--- src/rtl/core/ed_pkg.sv ---
`timescale 1ns / 1ps

package ed_pkg;

    localparam int SUM_W      = 42;
    localparam int DIST_W     = 21;
    localparam int DIM_W      = 11;
    localparam int ROOT_STEPS = DIST_W;
    localparam int STEP_W     = $clog2(ROOT_STEPS);

    localparam logic [SUM_W-1:0] SUM_MAX   = {SUM_W{1'b1}};
    localparam logic [SUM_W-1:0] ROOT_BIT0 = SUM_W'(1) << (SUM_W - 2);

    typedef struct packed {
        logic             start;
        logic [SUM_W-1:0] radicand;
    } sqrt_req_t;

    typedef struct packed {
        logic              done;
        logic [DIST_W-1:0] root;
    } sqrt_rsp_t;

    typedef enum logic [4:0] {
        ST_IDLE = 5'b00001,
        ST_MUL  = 5'b00010,
        ST_ACC  = 5'b00100,
        ST_ROOT = 5'b01000,
        ST_EMIT = 5'b10000
    } ed_state_t;

endpackage

--- src/rtl/core/euclidean_distance.sv ---
`timescale 1ns / 1ps

// Channel    Direction  Handshake              Payload
// config     in         psel/penable/pready    paddr, pwrite, pwdata, prdata
// input      in         in_valid/in_ready      coord_a, coord_b
// output     out        out_valid/out_ready    distance
//
// A pair that does not close a vector passes through capture, multiply and accumulate.
// A closing pair adds 21 square-root steps on the one compare/subtract unit,
// then the root is handed back and loaded into the output register.
// in_ready is low while a pair is in work; a stalled output holds the next result in the root unit.
// Reset clears the sum, the pair count and the output valid; the dimension register resets to 1.

module euclidean_distance
    import ed_pkg::*;
#(
    parameter int MAX_DIMENSIONS = 1024,
    parameter int COORD_WIDTH    = 16
)
(
    input  logic                          clk,
    input  logic                          rst_n,
    input  logic                          psel,
    input  logic                          penable,
    input  logic                          pwrite,
    input  logic [2:0]                    paddr,
    input  logic [31:0]                   pwdata,
    output logic [31:0]                   prdata,
    output logic                          pready,
    input  logic                          in_valid,
    output logic                          in_ready,
    input  logic signed [COORD_WIDTH-1:0] coord_a,
    input  logic signed [COORD_WIDTH-1:0] coord_b,
    output logic                          out_valid,
    input  logic                          out_ready,
    output logic [DIST_W-1:0]             distance
);

    localparam int MAG_W = COORD_WIDTH + 1;
    localparam int SQ_W  = 2 * MAG_W;
    localparam int ACC_W = ((SQ_W > SUM_W) ? SQ_W : SUM_W) + 1;
    localparam int CNT_W = $clog2(MAX_DIMENSIONS + 1);
    localparam int CMP_W = ((CNT_W > DIM_W) ? CNT_W : DIM_W) + 1;

    ed_state_t         state_reg, state_next;
    logic [DIM_W-1:0]  dim_reg;
    logic [CNT_W-1:0]  count_reg, count_next;
    logic [SUM_W-1:0]  sum_reg, sum_next;
    logic [MAG_W-1:0]  mag_reg;
    logic [SQ_W-1:0]   sq_reg;
    logic [DIST_W-1:0] distance_reg;
    logic              out_valid_reg, out_valid_next;

    logic signed [MAG_W-1:0] diff;
    logic [MAG_W-1:0]        mag;
    logic [ACC_W-1:0]        acc_sum;
    logic [SUM_W-1:0]        sum_sat;
    logic [CMP_W-1:0]        eff_dims;
    logic                    last_pair;
    logic                    cfg_write;
    logic                    load_out;
    sqrt_req_t               sqrt_req;
    sqrt_rsp_t               sqrt_rsp;

    assign pready    = 1'b1;
    assign cfg_write = psel && penable && pwrite && (paddr[2] == 1'b0);
    assign prdata    = (paddr[2] == 1'b0) ? {{(32 - DIM_W){1'b0}}, dim_reg} : '0;

    always_ff @(posedge clk or negedge rst_n)
    begin
        if (!rst_n)
            dim_reg <= DIM_W'(1);
        else if (cfg_write)
            dim_reg <= pwdata[DIM_W-1:0];
    end

    assign diff = MAG_W'(coord_a) - MAG_W'(coord_b);
    assign mag  = diff[MAG_W-1] ? MAG_W'(-diff) : MAG_W'(diff);

    assign acc_sum = ACC_W'(sum_reg) + ACC_W'(sq_reg);
    assign sum_sat = (acc_sum > ACC_W'(SUM_MAX)) ? SUM_MAX : acc_sum[SUM_W-1:0];

    always_comb
    begin
        eff_dims = CMP_W'(dim_reg);
        if (dim_reg == '0)
            eff_dims = CMP_W'(1);
        else if (eff_dims > CMP_W'(MAX_DIMENSIONS))
            eff_dims = CMP_W'(MAX_DIMENSIONS);
    end

    assign last_pair = (CMP_W'(count_reg) + CMP_W'(1)) >= eff_dims;
    assign in_ready  = (state_reg == ST_IDLE);
    assign load_out  = (state_reg == ST_EMIT) && (!out_valid_reg || out_ready);

    always_comb
    begin
        state_next        = state_reg;
        count_next        = count_reg;
        sum_next          = sum_reg;
        sqrt_req.start    = 1'b0;
        sqrt_req.radicand = sum_sat;
        case (state_reg)
            ST_IDLE:
            begin
                if (in_valid)
                    state_next = ST_MUL;
            end
            ST_MUL:
            begin
                state_next = ST_ACC;
            end
            ST_ACC:
            begin
                if (last_pair)
                begin
                    sqrt_req.start = 1'b1;
                    sum_next       = '0;
                    count_next     = '0;
                    state_next     = ST_ROOT;
                end
                else
                begin
                    sum_next   = sum_sat;
                    count_next = count_reg + 1'b1;
                    state_next = ST_IDLE;
                end
            end
            ST_ROOT:
            begin
                if (sqrt_rsp.done)
                    state_next = ST_EMIT;
            end
            ST_EMIT:
            begin
                if (load_out)
                    state_next = ST_IDLE;
            end
            default:
            begin
                state_next = ST_IDLE;
            end
        endcase
    end

    always_comb
    begin
        out_valid_next = out_valid_reg;
        if (load_out)
            out_valid_next = 1'b1;
        else if (out_ready)
            out_valid_next = 1'b0;
    end

    always_ff @(posedge clk or negedge rst_n)
    begin
        if (!rst_n)
        begin
            state_reg     <= ST_IDLE;
            count_reg     <= '0;
            sum_reg       <= '0;
            out_valid_reg <= 1'b0;
        end
        else
        begin
            state_reg     <= state_next;
            count_reg     <= count_next;
            sum_reg       <= sum_next;
            out_valid_reg <= out_valid_next;
        end
    end

    always_ff @(posedge clk)
    begin
        if (in_valid && in_ready)
            mag_reg <= mag;
        if (state_reg == ST_MUL)
            sq_reg <= SQ_W'(mag_reg) * SQ_W'(mag_reg);
        if (load_out)
            distance_reg <= sqrt_rsp.root;
    end

    ed_sqrt u_sqrt
    (
        .clk   (clk),
        .rst_n (rst_n),
        .req   (sqrt_req),
        .rsp   (sqrt_rsp)
    );

    assign out_valid = out_valid_reg;
    assign distance  = distance_reg;

endmodule

--- src/rtl/core/ed_sqrt.sv ---
`timescale 1ns / 1ps

module ed_sqrt
    import ed_pkg::*;
(
    input  logic      clk,
    input  logic      rst_n,
    input  sqrt_req_t req,
    output sqrt_rsp_t rsp
);

    logic              busy_reg, busy_next;
    logic              done_reg, done_next;
    logic [STEP_W-1:0] step_reg, step_next;
    logic [SUM_W-1:0]  rem_reg, rem_next;
    logic [SUM_W-1:0]  res_reg, res_next;
    logic [SUM_W-1:0]  bit_reg, bit_next;
    logic [SUM_W:0]    trial;

    assign trial = {1'b0, res_reg} + {1'b0, bit_reg};

    always_comb
    begin
        busy_next = busy_reg;
        done_next = 1'b0;
        step_next = step_reg;
        rem_next  = rem_reg;
        res_next  = res_reg;
        bit_next  = bit_reg;
        if (req.start)
        begin
            busy_next = 1'b1;
            step_next = STEP_W'(ROOT_STEPS - 1);
            rem_next  = req.radicand;
            res_next  = '0;
            bit_next  = ROOT_BIT0;
        end
        else if (busy_reg)
        begin
            if ({1'b0, rem_reg} >= trial)
            begin
                rem_next = rem_reg - trial[SUM_W-1:0];
                res_next = (res_reg >> 1) + bit_reg;
            end
            else
            begin
                res_next = res_reg >> 1;
            end
            bit_next = bit_reg >> 2;
            if (step_reg == '0)
            begin
                busy_next = 1'b0;
                done_next = 1'b1;
            end
            else
            begin
                step_next = step_reg - 1'b1;
            end
        end
    end

    always_ff @(posedge clk or negedge rst_n)
    begin
        if (!rst_n)
        begin
            busy_reg <= 1'b0;
            done_reg <= 1'b0;
            step_reg <= '0;
        end
        else
        begin
            busy_reg <= busy_next;
            done_reg <= done_next;
            step_reg <= step_next;
        end
    end

    always_ff @(posedge clk)
    begin
        rem_reg <= rem_next;
        res_reg <= res_next;
        bit_reg <= bit_next;
    end

    assign rsp.done = done_reg;
    assign rsp.root = res_reg[DIST_W-1:0];

endmodule
--- config.mk ---
export PLATFORM = sky130hd
export DESIGN_NAME = euclidean_distance
export DESIGN_NICKNAME = d
export VERILOG_FILES = /design/src/rtl/core/ed_pkg.sv /design/src/rtl/core/euclidean_distance.sv /design/src/rtl/core/ed_sqrt.sv
export SDC_FILE = /design/constraint.sdc
export NUM_CORES = 1
export LEC_CHECK = 0
export ABC_AREA = 1
export ABC_CLOCK_PERIOD_IN_PS = 8100
export BUFFER_PORTS_ARGS = -buffer_cell sky130_fd_sc_hd__buf_4
export CAP_MARGIN = 5
export CORE_ASPECT_RATIO = 1.4
export CORE_UTILIZATION = 58
export CTS_BUF_LIST = sky130_fd_sc_hd__clkbuf_8 sky130_fd_sc_hd__clkbuf_16
export DETAILED_ROUTE_END_ITERATION = 12
export GPL_ROUTABILITY_DRIVEN = 0
export PLACE_DENSITY = 0.8
export SETUP_SLACK_MARGIN = 0.05
export SYNTH_ARGS = -nofsm -noshare
export SYNTH_HDL_FRONTEND = slang
export SYNTH_HIERARCHICAL = 1
export SYNTH_SLANG_ARGS = --single-unit
--- constraint.sdc ---
create_clock -name clk -period 8.1 [get_ports clk]
set_input_delay 1.62 -clock clk [delete_from_list [all_inputs] [get_ports clk]]
set_output_delay 1.62 -clock clk [all_outputs]
set_load 0.01 [all_outputs]
## Word level (Yosys, flattened, before mapping)

Index checks and enable logic that the tools add are counted.
Widths: inputs -> output; s select.

| word-level totals | value |
|---|---|
| output and inout port bits | 56 |
| flip-flop bits (word level) | 254 |

| operators by class | value |
|---|---|
| $add $sub $neg | 9 |
| mux-type cells | 29 |
| equal/unequal tests | 9 |
| reductions and logical operators | 15 |
| bitwise gates (word level) | 1 |
| multiply operators | 1 |
| magnitude comparators | 4 |

Operators with widths:

| cell | number |
|---|---|
| $mux 42 | 6 |
| $add 42x34->43 | 1 |
| $add 42x41->43 | 1 |
| $ge 42x43->1 | 1 |
| $gt 43x42->1 const B | 1 |
| $add 41x41->42 | 1 |
| $sub 42x42->42 | 1 |
| $mul 17x17->34 | 1 |
| $mux 11 | 3 |
| $mux 5 | 6 |
| $pmux 5 s5 | 1 |
| $neg 17->17 | 1 |
| $sub 16x16->17 | 1 |
| $mux 16 | 1 |
| $add 11x1->12 const B | 1 |
| $ge 12x12->1 | 1 |
| $mux 12 | 1 |
| $add 11x1->11 const B | 1 |
| $gt 11x11->1 const B | 1 |
| $logic_not 11->1 | 1 |
| $mux 1 | 10 |
| $ne 2x2->1 const B | 3 |
| $reduce_bool 2->1 | 3 |
| $eq 5x1->1 const B | 1 |
| other kinds (14) | 19 |

## Logic depth before layout (Yosys ltp)

Gate-level depths: netlist of the first run.

| logic depth | value |
|---|---|
| depth in word-level cells | 8 |
| gate-level depth with buffers | 29 |
| gate-level depth less buffers | 28 |

## Hierarchy

The synthesis of the first run kept the hierarchy.

Modules (own cells, without submodules):

| module | times used | cells each | area an instance (um^2) | seq. area each (um^2) |
|---|---|---|---|---|
| euclidean_distance | 1 | 2327 | 18074.8 | 3886.2 |
| ed_sqrt | 1 | 1962 | 12032.8 | 2697.6 |

## Worst setup path before layout of the first run

OpenSTA, ideal clock, no wires.

| timing | value |
|---|---|
| path type | register to register |
| from | register u_sqrt.res_reg[0] |
| to | register u_sqrt.rem_reg[0], enable pin |
| library setup time | 0.467 ns |
| period minus slack after synthesis | 6.104 ns |
| arrival time | 5.637 ns |
| stages on the path, launching flop included | 22 |
| path slack | 1.996 ns |
| cells stage by stage | dfxtp_1 ha_1 ha_1 nand2_1 a21oi_2 nand4_1 a21oi_1 a21oi_1 o21ai_1 nand2_1 nand2_1 xnor2_1 ha_1 nand2_1 nor2_1 nand2_1 nor2_1 nand3_1 nand3_1 nand3_4 buf_2 a31oi_1 |

| between the ends | value |
|---|---|
| longest elaborated chain between the ends | 4 |

Ends and longest elaborated chain:

| item | RTL line | source |
|---|---|---|
| start, declared | ed_sqrt.sv:16 | `logic [SUM_W-1:0] res_reg, res_next;` |
| start signal, assigned | ed_sqrt.sv:81 | `res_reg <= res_next;` |
| $add 42x41->43 | ed_sqrt.sv:20 | `assign trial = {1'b0, res_reg} + {1'b0, bit_reg};` |
| $ge 42x43->1 | ed_sqrt.sv:40 | `if ({1'b0, rem_reg} >= trial)` |
| $reduce_bool 2->1 (no line) | n/a |  |
| $reduce_and 2->1 (no line) | n/a |  |
| end signal, assigned | ed_sqrt.sv:80 | `rem_reg <= rem_next;` |
| end, declared | ed_sqrt.sv:15 | `logic [SUM_W-1:0] rem_reg, rem_next;` |

Every way passes these cells.
A chain may end at the register's enable or synchronous reset.

## Final worst setup path of the first run

| timing | value |
|---|---|
| from | register mag_reg[13] |
| to | register sq_reg[22], data pin |

| between the ends | value |
|---|---|
| longest elaborated chain between the ends | 1 |

Ends and longest elaborated chain:

| item | RTL line | source |
|---|---|---|
| start, declared | euclidean_distance.sv:49 | `logic [MAG_W-1:0] mag_reg;` |
| start signal, assigned | euclidean_distance.sv:176 | `mag_reg <= mag;` |
| $mul 17x17->34 | euclidean_distance.sv:178 | `sq_reg <= SQ_W'(mag_reg) * SQ_W'(mag_reg);` |
| end signal, assigned | euclidean_distance.sv:178 |  |
| end, declared | euclidean_distance.sv:50 | `logic [SQ_W-1:0] sq_reg;` |

Every way passes these cells.

==> impl_metrics.ini, run 1 <==
[sta]
tns_ns = 0
fin_crit_ns = 6.478
skew_ns = 0.02294
slew_violations = 0
slew_headroom_pct = 25.50
hold_viol = 0
final.period_utilization_pct = 79.97
worst-slew-pin-transition_ns = 1.113
finalSetupViolCount = 0
fmax_mhz = 154.4
grt_setup_unrepaired = false

[logic_synthesis]
synth_edf_count = 113
synth_top_flop_cell = edfxtp_1
yosysWarnings = 6
yosysSeqAreaShare_pct = 21.87
syn_area_mm2 = 0.03011
yosys_register_bits = 253
syn_inst = 4289
synth_cell_types = 58
avgSynthCellArea_um2 = 7.020
async_reset_ff_share_pct = 30.43

[floorplan]
die_w_um = 194.6
die_y_um = 271.6
start_util_pct = 58.88
dieArea_mm2 = 0.05284
rows = 98
num_io_pins = 130
core_mm2 = 0.05113

[worst_setup_path]
rr_startpoint = mag_reg[13]
slowest_stage = edfxtp_1
cp.required_ns = 8.42
r2r_cells = 19
cp_max_fo = 17
crit_family = adder cells
reg2reg_slack_ns = 1.62
r2r_end = sq_reg[22]
crit_buf_inv = 3
crit_chain = nand2_1 -> fa_1 -> inv_1 -> fa_1 -> fa_1 -> fa_1 -> fa_1 -> inv_1 -> fa_1 -> inv_1 -> ha_1 -> a21oi_1 -> o21ai_0 -> o21bai_1 -> a21oi_1 -> o21ai_0 -> nand3_1 -> nand2_1 -> xor2_1
path_class = flip-flop to flip-flop
crit_path_frequent_cell = fa_1
worstPathArrival_ns = 6.79
critPathCaptureType = flip-flop
worst_setup_path_start_kind = flip-flop
cp_slowest_stage_delay_ns = 0.88

[place]
portBuffers = 84
dp.final_hpwl_mm = 66.77
dp.cells = 4916

[clock_tree]
ctsLongestPathBuffers = 3
cts_hold_buf = 0
cts.sinks = 253
tritoncts = yes
cts-htree-levels = 1
clk_latency_ns = 0.59
cts-buffers-inserted = 28
post_cts_resized = 0
root_buffer = clkbuf_16
clkTransAtPathRegs_ns = 0.06
post_cts_buffers = 0

[final_layout]
final_nets = 4822
fin_cells = 4969
seqCellArea_mm2 = 0.006584
multi_input_area_mm2 = 0.01994
most-common-layout-cells = nand2_1 (1162), inv_1 (766), nor2_1 (343)
final_layout_size_suffix_gt1_share_pct = 5.025
final_common_cell = nand2_1
fillers = 4652
area_growth_pct = 5.905

[route]
viasPerCell = 5.668
drt-pass1-iter-count = 8
postRouteAntennaNets = 0
routed_wl_mm = 85.39
drc_errors = 0
avgRoutedWirePerCell_um = 17.19
vias = 28170
drt_iter0_drc = 1689

[global_route]
antenna_found_initial = 1
gr-total-overflow = 0
grt_max_degree = 76
grt_usage_pct = 32.69
grt_pass1_wl_mm = 138.3
first_global_vias = 28750

[min_path]
min_to = sum_reg[32]
worstHoldStart = sum_reg[32]
worstHoldPathType = flip-flop to flip-flop
min_path_cells = 2

[status]
status = complete, no violations

[flow_run]
drv_cap = 0
[per-layer routing]
metal | track usage [%] | wire length [µm] | share of wire, % | vias to the layer above
met5 | 0 | 0 | 0 | -
li1 | - | - | - | 13550
met2 | 59.44 | 43070 | 50 | 1201
met1 | 33.07 | 29660 | 35 | 12980
met3 | 5.777 | 5679 | 6.7 | 434
met4 | 25.27 | 6977 | 8.2 | 0
[Yosys cell counts (3+ instances only)]
cell type | number | area (µm²)
buf_4 | 50 | 375.4
o21ai_1 | 28 | 140.1
a21oi_1 | 234 | 1171
nand3b_1 | 12 | 90.09
nand2_2 | 9 | 56.30
a31oi_1 | 20 | 125.1
o221ai_1 | 3 | 26.28
buf_2 | 18 | 90.09
nor2_2 | 5 | 31.28
edfxtp_1 | 113 | 3393
a21boi_0 | 9 | 67.56
o21bai_1 | 23 | 172.7
o211ai_1 | 3 | 22.52
inv_1 | 759 | 2849
clkbuf_1 | 67 | 251.5
nor3_1 | 46 | 230.2
and3_1 | 4 | 25.02
o21a_1 | 14 | 105.1
a21o_1 | 13 | 97.59
xor2_1 | 90 | 788.3
nor2_1 | 344 | 1291
o22ai_1 | 21 | 131.4
xnor2_1 | 80 | 700.7
nor2_4 | 4 | 45.04
or2_2 | 22 | 137.6
dfxtp_1 | 63 | 1261
nand3_2 | 3 | 30.03
o31ai_1 | 5 | 37.54
nor4_1 | 8 | 50.05
inv_2 | 7 | 26.28
dfrtp_1 | 75 | 1877
ha_1 | 258 | 3228
nand2_4 | 12 | 135.1
nand3_1 | 269 | 1346
o21ai_0 | 160 | 800.8
a22o_1 | 3 | 26.28
nand4_1 | 49 | 306.5
buf_1 | 4 | 15.01
fa_1 | 194 | 3884
nand2_1 | 1162 | 4362
buf_6 | 4 | 45.04
[final cells by class]
| type | count | area share (%) |
|---|---|---|
| tap | 650 | 2.551 |
| clock buffer | 31 | 2.362 |
| clock inverter | 21 | 0.4866 |
| multi-input combinational | 3146 | 62.55 |
| antenna | 1 | 0.007848 |
| timing repair buffer | 101 | 2.378 |
| sequential | 253 | 20.65 |
| inverter | 766 | 9.017 |
[worst max-delay path by stage]
stage,cells after the start,end,from,slack [ns]
finish,19,sq_reg[22],mag_reg[13],1.62
global placement,20,sq_reg[24],mag_reg[10],1.75
global route,25,u_sqrt/res_reg[19],u_sqrt/res_reg[0],1.21
CTS,20,sq_reg[24],mag_reg[10],1.65
detailed placement,20,sq_reg[24],mag_reg[10],1.68
floorplan,21,u_sqrt/rem_reg[0],u_sqrt/res_reg[0],2.00
[worst register-to-register path, delay by kind of cell, from the launching register on]
kind / cells / cell delay (ns)
flip-flops: 1 / 0.88
XOR/XNOR: 1 / 0.14
adder cells (fa/ha/maj): 7 / 3.54
AND/OR/NAND/NOR: 3 / 0.46
buffers and inverters: 3 / 0.14
AO/OA/AOI/OAI: 5 / 1.04
[cells by family (layout without fill, tap and decap cells)]
group | Yosys count | count (layout) | synth area share, %
and+or+nand+nor | 1954 | 1954 | 27.30
buffers and inverters | 910 | 919 | 12.20
other | 2 | 23 | 0.02494
AOI/OAI and AO/OA | 548 | 548 | 10.04
DFF | 253 | 253 | 21.87
xor gates and xnor gates | 170 | 170 | 4.945
adders and majority gates | 452 | 452 | 23.62
[per-stage QoR]
step	worst slack [ns]	area, µm²	utilization (%)	hold WS (ns)
after floorplan	1.996	30180	-	0.4244
after global placement	1.749	30970	60.58	0.4689
after detailed placement	1.679	30970	60.58	0.4765
after CTS	1.647	31880	62.36	0.4930
after global routing	1.209	31880	62.36	0.5019
final	1.622	31890	62.36	0.4870
Power of run 1 is left out: the tool's default activity adds up to more than one toggle a clock period on the data nets, which glitch-free logic cannot reach.
==> run 2, diff against run 1 <==
ABC_CLOCK_PERIOD_IN_PS = 6700   (was 8100)
clock period = 6.7 ns   (was 8.1 ns; I/O delays follow)
==> run 2 against run 1 <==
  * Largest cell class unchanged
  * Critical path type unchanged
  * Flip-flop and latch count did not move
  * Clock skew rose by 0.016 ns
  * Maximum frequency rose by 3.9%
  * Clock-buffer cell count shrank 4
==> impl_metrics.ini, run 2 (same netlist as run 1, synthesis figures left out) <==
[status]
status = complete, no violations

[sta]
slew_headroom_pct = 22.70
fmax_mhz = 160.3
tns_ns = 0
hold_slack_ns = 0.4856
slew_violations = 0
hold_viol = 0
skew_ns = 0.03910
grt_setup_unrepaired = false
worst-slew-pin-transition_ns = 1.149
fin_crit_ns = 6.237
finalSetupViolCount = 0
final.period_utilization_pct = 93.08

[route]
viasPerCell = 5.666
avgRoutedWirePerCell_um = 17.33
drt-pass1-iter-count = 6
drt_iter0_drc = 1697
vias = 28270
postRouteAntennaNets = 0
drc_errors = 0
routed_wl_mm = 86.49

[clock_tree]
post_cts_buffers = 0
clk_latency_ns = 0.60
ctsLongestPathBuffers = 3
cts_hold_buf = 0
root_buffer = clkbuf_16
post_cts_resized = 0
tritoncts = yes
cts-buffers-inserted = 27
cts.sinks = 253
clkTransAtPathRegs_ns = 0.06
cts-htree-levels = 1

[place]
dp.final_hpwl_mm = 68.25
placedInstanceArea_mm2 = 0.03111
portBuffers = 84

[flow_run]
drv_cap = 0

[floorplan]
start_util_pct = 58.88
die_y_um = 271.6
die_w_um = 194.6
core_mm2 = 0.05113
rows = 98
num_io_pins = 130
dieArea_mm2 = 0.05284

[global_route]
grt_usage_pct = 32.97
gr-total-overflow = 0
grt_max_degree = 78
use_met3_pct = 5.777
grtUsageMet1_pct = 32.01
antenna_found_initial = 1
grt_pass1_wl_mm = 138.8
busiest_layer = met2
met2_usage_pct = 60.78
first_global_vias = 28950

[final_layout]
area_growth_pct = 6.483
fin_util_pct = 62.70
final_nets = 4845
fillers = 4622
final_cell_area_mm2 = 0.03206
final_layout_size_suffix_gt1_share_pct = 5.553
most-common-layout-cells = nand2_1 (1162), inv_1 (764), nor2_1 (343)
final_common_cell = nand2_1
diodes = 0

[min_path]
worstHoldPathType = flip-flop to flip-flop

[worst_setup_path]
cp_max_fo = 10
worstPathArrival_ns = 6.55
worst_setup_path_start_kind = flip-flop
cp.required_ns = 7.02
critPathCaptureType = flip-flop
path_class = flip-flop to flip-flop
==> run 2: worst max-delay path, cell delays in order, from the launching register on <==
cell,delay [ns]
edfxtp_1,0.70
nand2_1,0.22
fa_1,0.55
fa_1,0.50
inv_1,0.06
fa_1,0.51
fa_1,0.53
fa_1,0.54
inv_1,0.05
fa_1,0.52
inv_1,0.04
ha_1,0.36
nand2_1,0.10
o21ai_0,0.29
o21bai_1,0.18
a21oi_1,0.09
o21ai_0,0.41
nand3_1,0.14
nand2_1,0.10
xor2_1,0.06
==> run 2: final timing paths <==
check,from,endpoint,slack [ns],cells after the start
min in group asynchronous,rst_n,dim_reg[9],0.90,1
worst max-delay path,mag_reg[12],sq_reg[22],0.46,19
worst min register to register,sum_reg[32],sum_reg[32],0.49,2
max in group asynchronous,rst_n,sum_reg[39],5.09,1
worst max register to register,mag_reg[12],sq_reg[22],0.46,19
worst min-delay path,sum_reg[32],sum_reg[32],0.49,2
==> run 2: per-stage QoR <==
step	worst slack, ns	instances
floorplan	0.5960	4309
global placement	0.4851	4933
detailed placement	0.3918	4933
CTS	0.3627	4983
global route	0.05983	4990
finish	0.4634	4990
==> run 2: final cells by class <==
type / count / area [µm²] / area share (%)
repair buffers: 125 / 950.9 / 2.966
multi-input cells: 3146 / 19940 / 62.21
clock inverters: 23 / 216.5 / 0.6752
well taps: 650 / 813.3 / 2.537
clock buffers: 27 / 675.6 / 2.107
flip-flops and latches: 253 / 6584 / 20.54
inverters: 766 / 2875 / 8.969
==> run 2: layer usage <==
layer / routed length (µm) / up-vias
li1: - / 13590
met1: 29300 / 13080
met2: 43890 / 1131
met3: 5589 / 469
met4: 7706 / 0
met5: 0 / -
Power of run 2 is left out for the same reason.
